<file path="src/hw/rtl/bounded_insertable_list_unit_macros.svh">
// ----------------------------------------------------------------------------
// bounded_insertable_list_unit_macros.svh
// assertion macros used by the list unit rtl
// ----------------------------------------------------------------------------
`ifndef BOUNDED_INSERTABLE_LIST_UNIT_MACROS_SVH
`define BOUNDED_INSERTABLE_LIST_UNIT_MACROS_SVH

// same-cycle implication, checked out of reset
`define BIL_ASSERT_NOW(label, clk, rst_n, ante, cons, msg) \
    label: assert property (@(posedge clk) disable iff (!rst_n) (ante) |-> (cons)) \
        else $error(msg);

// next-cycle implication, checked out of reset
`define BIL_ASSERT_NEXT(label, clk, rst_n, ante, cons, msg) \
    label: assert property (@(posedge clk) disable iff (!rst_n) (ante) |=> (cons)) \
        else $error(msg);

`endif

</file>
<file path="src/hw/rtl/bil_pkg.sv">
`timescale 1ns / 1ps
// ----------------------------------------------------------------------------
// bil_pkg
// constants, codes and types of the bounded insertable list unit
// ----------------------------------------------------------------------------
package bil_pkg;

    localparam int CAPACITY = 16;
    localparam int MODE_W   = 3;
    localparam int POS_W    = 5;
    localparam int DATA_W   = 32;
    localparam int STAT_W   = 2;
    localparam int CNT_W    = 5;
    localparam int CMP_W    = (POS_W > CNT_W) ? POS_W : CNT_W;

    localparam logic [DATA_W-1:0] BAD_READ = 32'h8000_0001;

    typedef enum logic [MODE_W-1:0] {
        MODE_APPEND = 3'd0,
        MODE_FRONT  = 3'd1,
        MODE_AT     = 3'd2,
        MODE_SEARCH = 3'd3,
        MODE_READ   = 3'd4
    } t_mode;

    typedef enum logic [STAT_W-1:0] {
        ST_OK    = 2'd0,
        ST_FULL  = 2'd1,
        ST_NOPOS = 2'd2
    } t_status;

    typedef struct packed {
        logic ld_new;
        logic ld_left;
        logic live;
        logic rd_sel;
    } t_cell_ctrl;

endpackage

</file>
<file path="src/hw/rtl/bil_cell.sv">
`timescale 1ns / 1ps
// ----------------------------------------------------------------------------
// bil_cell
// one list slot: loads a new word or its left neighbor, compares and reads
// ----------------------------------------------------------------------------
module bil_cell (
    input  logic                               i_clk,
    input  bil_pkg::t_cell_ctrl                i_ctrl,
    input  logic signed [bil_pkg::DATA_W-1:0]  i_new,
    input  logic signed [bil_pkg::DATA_W-1:0]  i_left,
    input  logic signed [bil_pkg::DATA_W-1:0]  i_key,
    output logic signed [bil_pkg::DATA_W-1:0]  o_data,
    output logic                               o_hit,
    output logic        [bil_pkg::DATA_W-1:0]  o_rd
);

    logic signed [bil_pkg::DATA_W-1:0] r_data;

    always_ff @(posedge i_clk) begin
        if (i_ctrl.ld_new) begin
            r_data <= i_new;
        end else if (i_ctrl.ld_left) begin
            r_data <= i_left;
        end
    end

    assign o_data = r_data;
    assign o_hit  = i_ctrl.live && (r_data == i_key);
    assign o_rd   = i_ctrl.rd_sel ? r_data : '0;

endmodule

</file>
<file path="src/hw/rtl/bounded_insertable_list_unit.sv">
`timescale 1ns / 1ps
// ----------------------------------------------------------------------------
// bounded_insertable_list_unit
// ordered list of up to 16 signed words with append, insert, search and read
// ----------------------------------------------------------------------------
// Every slot is a cell that, on an insert, loads either the new word or the
// word of its left neighbor, so the whole tail moves up together, and a
// search compares all live cells at once. The result is registered and
// appears the cycle after the input transfer; a new operation is taken in
// every cycle in which the result register is empty or its result is being
// taken. Size and empty state come from the count field of every result.
// ----------------------------------------------------------------------------
`include "bounded_insertable_list_unit_macros.svh"

module bounded_insertable_list_unit (
    input  logic        i_clk,
    input  logic        i_rst_n,
    input  logic        i_s_tvalid,
    output logic        o_s_tready,
    input  logic [39:0] i_s_tdata,   // position[4:0], value[36:5], zero fill
    input  logic [2:0]  i_s_tuser,   // mode[2:0]
    output logic        o_m_tvalid,
    input  logic        i_m_tready,
    output logic [39:0] o_m_tdata    // status[1:0], hit[2], read_value[34:3], count[39:35]
);

    localparam int N = bil_pkg::CAPACITY;
    localparam int W = bil_pkg::DATA_W;

    logic                         s_xfer;
    bil_pkg::t_mode               mode;
    logic [bil_pkg::POS_W-1:0]    position;
    logic signed [W-1:0]          value;

    logic [bil_pkg::CMP_W-1:0]    pos_x;
    logic [bil_pkg::CMP_W-1:0]    cnt_x;
    logic [bil_pkg::CMP_W-1:0]    ins_pos;
    logic                         is_insert;
    logic                         full;
    logic                         bad_pos;
    logic                         ins_ok;

    bil_pkg::t_cell_ctrl          ctrl  [N];
    logic signed [W-1:0]          data  [N];
    logic                         hits  [N];
    logic [W-1:0]                 rds   [N];
    logic                         any_hit;
    logic [W-1:0]                 rd_or;

    logic [bil_pkg::CNT_W-1:0]    r_count, n_count;
    logic                         r_out_valid;
    bil_pkg::t_status             r_status, n_status;
    logic                         r_hit, n_hit;
    logic [W-1:0]                 r_rd, n_rd;

    assign o_s_tready = !r_out_valid || i_m_tready;
    assign s_xfer     = i_s_tvalid && o_s_tready;

    assign mode     = bil_pkg::t_mode'(i_s_tuser);
    assign position = i_s_tdata[bil_pkg::POS_W-1:0];
    assign value    = i_s_tdata[bil_pkg::POS_W +: W];

    assign pos_x = bil_pkg::CMP_W'(position);
    assign cnt_x = bil_pkg::CMP_W'(r_count);
    assign full  = (r_count >= bil_pkg::CNT_W'(N));

    always_comb begin
        is_insert = 1'b0;
        ins_pos   = '0;
        bad_pos   = 1'b0;
        unique case (mode)
            bil_pkg::MODE_APPEND: begin
                is_insert = 1'b1;
                ins_pos   = cnt_x;
            end
            bil_pkg::MODE_FRONT: begin
                is_insert = 1'b1;
            end
            bil_pkg::MODE_AT: begin
                is_insert = 1'b1;
                ins_pos   = pos_x;
                bad_pos   = (pos_x > cnt_x);
            end
            default: begin
                is_insert = 1'b0;
            end
        endcase
    end

    assign ins_ok = s_xfer && is_insert && !bad_pos && !full;

    genvar gi;
    generate
        for (gi = 0; gi < N; gi++) begin : g_cell
            localparam logic [bil_pkg::CMP_W-1:0] IDX = bil_pkg::CMP_W'(gi);

            assign ctrl[gi].ld_new  = ins_ok && (ins_pos == IDX);
            assign ctrl[gi].ld_left = ins_ok && (IDX > ins_pos) && (IDX <= cnt_x);
            assign ctrl[gi].live    = (IDX < cnt_x);
            assign ctrl[gi].rd_sel  = (mode == bil_pkg::MODE_READ) && (pos_x == IDX);

            if (gi == 0) begin : g_head
                bil_cell u_cell (
                    .i_clk  (i_clk),
                    .i_ctrl (ctrl[gi]),
                    .i_new  (value),
                    .i_left (value),
                    .i_key  (value),
                    .o_data (data[gi]),
                    .o_hit  (hits[gi]),
                    .o_rd   (rds[gi])
                );
            end else begin : g_body
                bil_cell u_cell (
                    .i_clk  (i_clk),
                    .i_ctrl (ctrl[gi]),
                    .i_new  (value),
                    .i_left (data[gi-1]),
                    .i_key  (value),
                    .o_data (data[gi]),
                    .o_hit  (hits[gi]),
                    .o_rd   (rds[gi])
                );
            end
        end
    endgenerate

    always_comb begin
        any_hit = 1'b0;
        rd_or   = '0;
        for (int k = 0; k < N; k++) begin
            any_hit = any_hit | hits[k];
            rd_or   = rd_or | rds[k];
        end
    end

    always_comb begin
        n_status = bil_pkg::ST_OK;
        n_hit    = 1'b0;
        n_rd     = '0;
        n_count  = r_count;
        unique case (mode)
            bil_pkg::MODE_APPEND, bil_pkg::MODE_FRONT, bil_pkg::MODE_AT: begin
                if (bad_pos) begin
                    n_status = bil_pkg::ST_NOPOS;
                end else if (full) begin
                    n_status = bil_pkg::ST_FULL;
                end else begin
                    n_count = r_count + 1'b1;
                end
            end
            bil_pkg::MODE_SEARCH: begin
                n_hit = any_hit;
            end
            bil_pkg::MODE_READ: begin
                if (pos_x < cnt_x) begin
                    n_rd = rd_or;
                end else begin
                    n_status = bil_pkg::ST_NOPOS;
                    n_rd     = bil_pkg::BAD_READ;
                end
            end
            default: begin
                n_status = bil_pkg::ST_OK;
            end
        endcase
    end

    always_ff @(posedge i_clk) begin
        if (!i_rst_n) begin
            r_count     <= '0;
            r_out_valid <= 1'b0;
        end else begin
            if (s_xfer) begin
                r_count     <= n_count;
                r_out_valid <= 1'b1;
            end else if (i_m_tready) begin
                r_out_valid <= 1'b0;
            end
        end
    end

    always_ff @(posedge i_clk) begin
        if (s_xfer) begin
            r_status <= n_status;
            r_hit    <= n_hit;
            r_rd     <= n_rd;
        end
    end

    assign o_m_tvalid = r_out_valid;
    assign o_m_tdata  = {r_count, r_rd, r_hit, r_status};

    `BIL_ASSERT_NOW(a_count_bound, i_clk, i_rst_n, 1'b1, r_count <= bil_pkg::CNT_W'(N), "count above capacity")
    `BIL_ASSERT_NEXT(a_insert_grows, i_clk, i_rst_n, ins_ok, r_count == $past(r_count) + 1'b1, "insert did not grow count")
    `BIL_ASSERT_NEXT(a_count_holds, i_clk, i_rst_n, !ins_ok, $stable(r_count), "count changed without insert")
    `BIL_ASSERT_NOW(a_full_status, i_clk, i_rst_n, r_out_valid && (r_status == bil_pkg::ST_FULL), r_count == bil_pkg::CNT_W'(N), "full status below capacity")

endmodule
</file>
<file path="config.mk">
export PLATFORM = sky130hd
export DESIGN_NAME = bounded_insertable_list_unit
export DESIGN_NICKNAME = d
export VERILOG_FILES = /design/src/hw/rtl/bil_pkg.sv /design/src/hw/rtl/bil_cell.sv /design/src/hw/rtl/bounded_insertable_list_unit.sv
export VERILOG_INCLUDE_DIRS = /design/src /design/src/hw/rtl
export SDC_FILE = /design/constraint.sdc
export NUM_CORES = 1
export LEC_CHECK = 0
export ABC_AREA = 1
export BUFFER_PORTS_ARGS = -buffer_cell sky130_fd_sc_hd__buf_2
export CORE_UTILIZATION = 30
export CTS_CLUSTER_DIAMETER = 50
export DETAILED_ROUTE_END_ITERATION = 16
export HOLD_SLACK_MARGIN = 0.03
export MAX_ROUTING_LAYER = met4
export PLACE_DENSITY = 0.45
export SYNTH_ARGS = -nofsm -noshare
export SYNTH_HDL_FRONTEND = slang
export SYNTH_SLANG_ARGS = --single-unit
</file>
<file path="constraint.sdc">
create_clock -name i_clk -period 18.85 [get_ports i_clk]
set_clock_uncertainty 0.15 [all_clocks]
set_input_delay 3.77 -clock i_clk [delete_from_list [all_inputs] [get_ports i_clk]]
set_output_delay 3.77 -clock i_clk [all_outputs]
set_load 0.05 [all_outputs]
</file>
# Yosys cells after proc, flatten, opt, wreduce, memory -nomap -nowiden
# Cells that the tools add are included.
# classes
n_addsub	1
n_mul	0
shifts	0
bitwise_logic	32
reduce_logical	111
n_lt_le_gt_ge	51
n_div	0
eq_ne	50
muxes	58
# op_table
operator	count
$mux W32	49
$eq A32 B32 Y1	16
$or A32 B32 Y32	15
$logic_and A1 B1 Y1	84
$eq A5 B4 Y1 const B	16
$eq A5 B3 Y1 const B	8
$gt A4 B5 Y1 const A	8
$le A4 B5 Y1 const A	8
$lt A4 B5 Y1 const A	8
$reduce_bool A2 Y1	17
$eq A5 B2 Y1 const B	4
$gt A3 B5 Y1 const A	4
$le A3 B5 Y1 const A	4
$lt A3 B5 Y1 const A	4
$or A1 B1 Y1	15
$eq A5 B1 Y1 const B	2
$gt A1 B5 Y1 const A	2
$gt A2 B5 Y1 const A	2
$le A1 B5 Y1 const A	2
$le A2 B5 Y1 const A	2
$logic_not A5 Y1	2
$lt A1 B5 Y1 const A	2
$lt A2 B5 Y1 const A	2
$pmux W5 S2	1
17 further kinds	26
# word_totals
word_cells	325
mem_count	0
romBits	0
reg_bits	553
out_inout_bits	42
ram_bits	0
latch_bits	0
input_bits	47

# Longest topological paths before layout
# depth
depth_word	19
depth_mapped	16

# By module
# Synthesis repeated with hierarchy kept, for this count alone.
# hier_totals
cells_unflattened	6005
hier_area_um2	39008.7
# by_module_without_submodules
mod	area_per_inst_um2	cells_per_inst	n_inst	seq_area_each_um2
bil_cell	2204.6	341	16	960.9
bounded_insertable_list_unit	3734.8	549	1	1171.1

# Least setup slack after synthesis
# No wires, ideal clock.
# synth_timing
kind	input to register
startpoint	input port i_m_tready
endpoint	register g_cell[6].g_body.u_cell.r_data, in the netlist g_cell[6].g_body.u_cell.o_data[0], enable pin
cell_stages	6
t_required_ps	18189
setup_slack_ps	10122
setup_ps	511
arrival_ps	8067
path_cell_list	inv_1 nand2_1 nand2_1 nor3_1 nand2_2 o41ai_1
# synth_via
elab_chain_cells	8
# synth_lines
item	line_no	text
from (decl)	bounded_insertable_list_unit.sv:23	input logic i_m_tready,
$logic_or A1 B1 Y1 (*)	bounded_insertable_list_unit.sv:56	assign o_s_tready = !r_out_valid || i_m_tready;
via o_s_tready	bounded_insertable_list_unit.sv:19	output logic o_s_tready,
$logic_and A1 B1 Y1 (*)	bounded_insertable_list_unit.sv:57	assign s_xfer = i_s_tvalid && o_s_tready;
$logic_and A1 B1 Y1 (*) (3 in a row)	bounded_insertable_list_unit.sv:90	assign ins_ok = s_xfer && is_insert && !bad_pos && !full;
$logic_and A1 B1 Y1 (2 in a row)	bounded_insertable_list_unit.sv:98	assign ctrl[gi].ld_left = ins_ok && (IDX > ins_pos) && (IDX <= cnt_x);
$reduce_bool A2 Y1 (no line) (*)	n/a	
to (signal assigned)	bil_cell.sv:21	r_data <= i_new;
to (signal assigned)	bil_cell.sv:23	r_data <= i_left;
to (decl)	bil_cell.sv:17	logic signed [bil_pkg::DATA_W-1:0] r_data;
# Mark *: on every way through the listed nets, which the timed path passes. The rest lies on a longest branch.
# A chain may end at the register's enable or synchronous reset.

# Final worst setup path
# layout_timing
startpoint	input port i_m_tready
endpoint	output port o_s_tready
# layout_via
elab_chain_cells	1
# layout_lines
item	line_no
$logic_or A1 B1 Y1	bounded_insertable_list_unit.sv:56
to (decl)	bounded_insertable_list_unit.sv:19
# No other way between the ends.

==> out/metrics.cfg <==
[outcome]
run_status=completed

[setup_path]
cp.arrival_ps=4220
critPathMaxFanout=3
worstSetupPathType=in2out
crit_required_ps=14930
start_kind=input pin
end_kind=output port

[clock_tree]
ctsRootBufferMaster=clkbuf_16
post_cts_buffers=0
htreeDepth=3
ctsHoldBuffers=0
clkTransAtPathRegs_ps=50
clkSinkCount=553
insertion_delay_ps=700
ctsLongestPathBuffers=3
cts_buffers=100
cts_tree=built
cts.repair.resized=0

[cells_and_area]
area_growth_pct=15.9
fin_nets=4262
layout_commonest_cell=nand2_1
nFillCells=11791
drive_above_1_share_pct=9.50
instances_no_fill=5786
final_area_mm2=0.0393
mostFrequentLayoutCells=nand2_1, o21ai_0, edfxtp_1

[grt]
grt_max_degree=66
grt.overflow.total=0
grt_usage_pct=31.1
grt_pass1_wl_um=238000
grt_pass1_vias=28424
antenna_found_initial=9

[floorplanning]
start_util_pct=30.4
io-pin-count=89
std_cell_rows=122
dieWidth_um=338
die_height_um=338
die-area_mm2=0.114
coreArea_mm2=0.111

[job]
drv_cap=0

[route]
num_vias=30901
vias_per_cell=5.34
wirelength_um=177000
wire_per_inst_um=30.6
ant_nets=0
drtIter0Drc=4167
drt_pass1_iterations=6
drc=0

[place]
place_congestion=1.03
placed_cell_area_mm2=0.0358
dpl.cell_count=5593
port_buffers=85
hpwl_um=137000

[yosys]
synth_area_per_cell_um2=8.05
synth_area_leader_cell=edfxtp_1
seq_area_frac_synth_pct=48.8
yosys_warnings=0
synth_area_mm2=0.0339
ys_ff_latch=553
synth-edff-count=547
synth.area.top_cells=edfxtp_1, nand2_1, o21ai_0
netlist.area_leader.share_pct=48.4
synthFlopType=edfxtp_1
synthesis.nets=4266
ys_async_sr_fraction_pct=0
yosysUniqueCellTypes=47
netlist_instances=4211

[sta]
setup_viol=0
post-route-min-period_ps=8140
hold_slack_ps=372
tightest_slew_ps=1160
max_freq_mhz=123
tns_ps=0
slew_headroom_pct=21.5
rsz0062_at_grt=no
period_share_pct=43.2
drv_slew=0
hold_viol_final=0

[power]
leakagePower_nw=15.5
p_per_area_mw_per_mm2=89.6
ir_drop_uv=72.5
fin_total_pwr_mw=3.52

[worst_hold_path]
hp-class=reg2reg

cell type report:
| cell class | count | area (um2) | share of cell area (%) |
|---|---|---|---|
| multi-input combinational | 3019 | 15000 | 38.2 |
| antenna | 5 | 12.5 | 0.0318 |
| sequential | 553 | 16500 | 42.1 |
| timing repair buffer | 169 | 1060 | 2.69 |
| inverter | 364 | 1370 | 3.47 |
| tap | 1488 | 1860 | 4.74 |
| clock inverter | 71 | 867 | 2.21 |
| clock buffer | 117 | 2610 | 6.63 |
stage by stage:
| stage | setup slack [ps] | utilization, % |
|---|---|---|
| 4_1_cts | 10720 | 35.3 |
| 5_1_grt | 10670 | 35.3 |
| 2_1_floorplan | 10120 | - |
| 3_5_place_dp | 10640 | 32.2 |
| 6_report | 10710 | 35.3 |
| 3_3_place_gp | 10700 | 32.2 |
cell families (layout without fill, tap and decap cells):
logic type | Yosys count | count (layout) | share of synthesized area (%)
adders and majority gates | 8 | 8 | 0.295
AOI/OAI and AO/OA | 824 | 824 | 13.2
buffers and inverters | 639 | 721 | 7.71
xor gates and xnor gates | 289 | 289 | 7.46
and+or+nand+nor | 1898 | 1898 | 22.5
DFF | 553 | 553 | 48.8
other | 0 | 5 | 0
where the power goes:
group	internal [mW]	leakage, nW	switching, mW
Sequential	1.35	5.01	0.00818
Combinational	0.0572	8.78	0.195
Clock	1.18	1.66	0.728
sequential cells by signal, summed over array words and instances (netlist names):
register,flops
r_hit,1
g_cell.g_body.u_cell.o_data,480
r_status,2
r_rd,32
cnt_x,5
o_m_tvalid,1
g_cell.g_head.u_cell.o_data,32
Yosys cell counts (all sizes together) (5+ instances only):
cell type     n
nand3       174
nor4         17
clkinv        9
a31oi         6
nor2        302
a41oi        14
xor2         21
o31ai         5
clkbuf      142
a21oi        28
dfxtp         6
a211oi       16
o211ai        7
o21ai       652
inv         355
nand4        57
edfxtp      547
ha            8
nand2      1328
buf         133
a22o          8
xnor2       268
o22ai        74
nor3         15
layer usage:
layer,track usage (%),up-vias,wire [um]
li1,-,14033,-
met1,42.0,14973,76100
met2,45.0,1625,75600
met3,4.98,270,15800
met4,15.0,0,9490
met5,-,-,0
critical path, cell delays in order:
cell and delay, ps:
buf_2 80, inv_1 30, nand2_1 70, buf_2 270
final timing paths:
kind	slack (ps)	endpoint	cells after the start	startpoint
max	10710	o_s_tready	4	i_m_tready
min	370	o_m_tvalid	2	o_m_tvalid
max reg2reg	13700	g_cell[13].g_body.u_cell.o_data[23]	12	cnt_x[4]
min reg2reg	370	o_m_tvalid	2	o_m_tvalid
No activity file was read; power rests on OpenSTA's default activity.
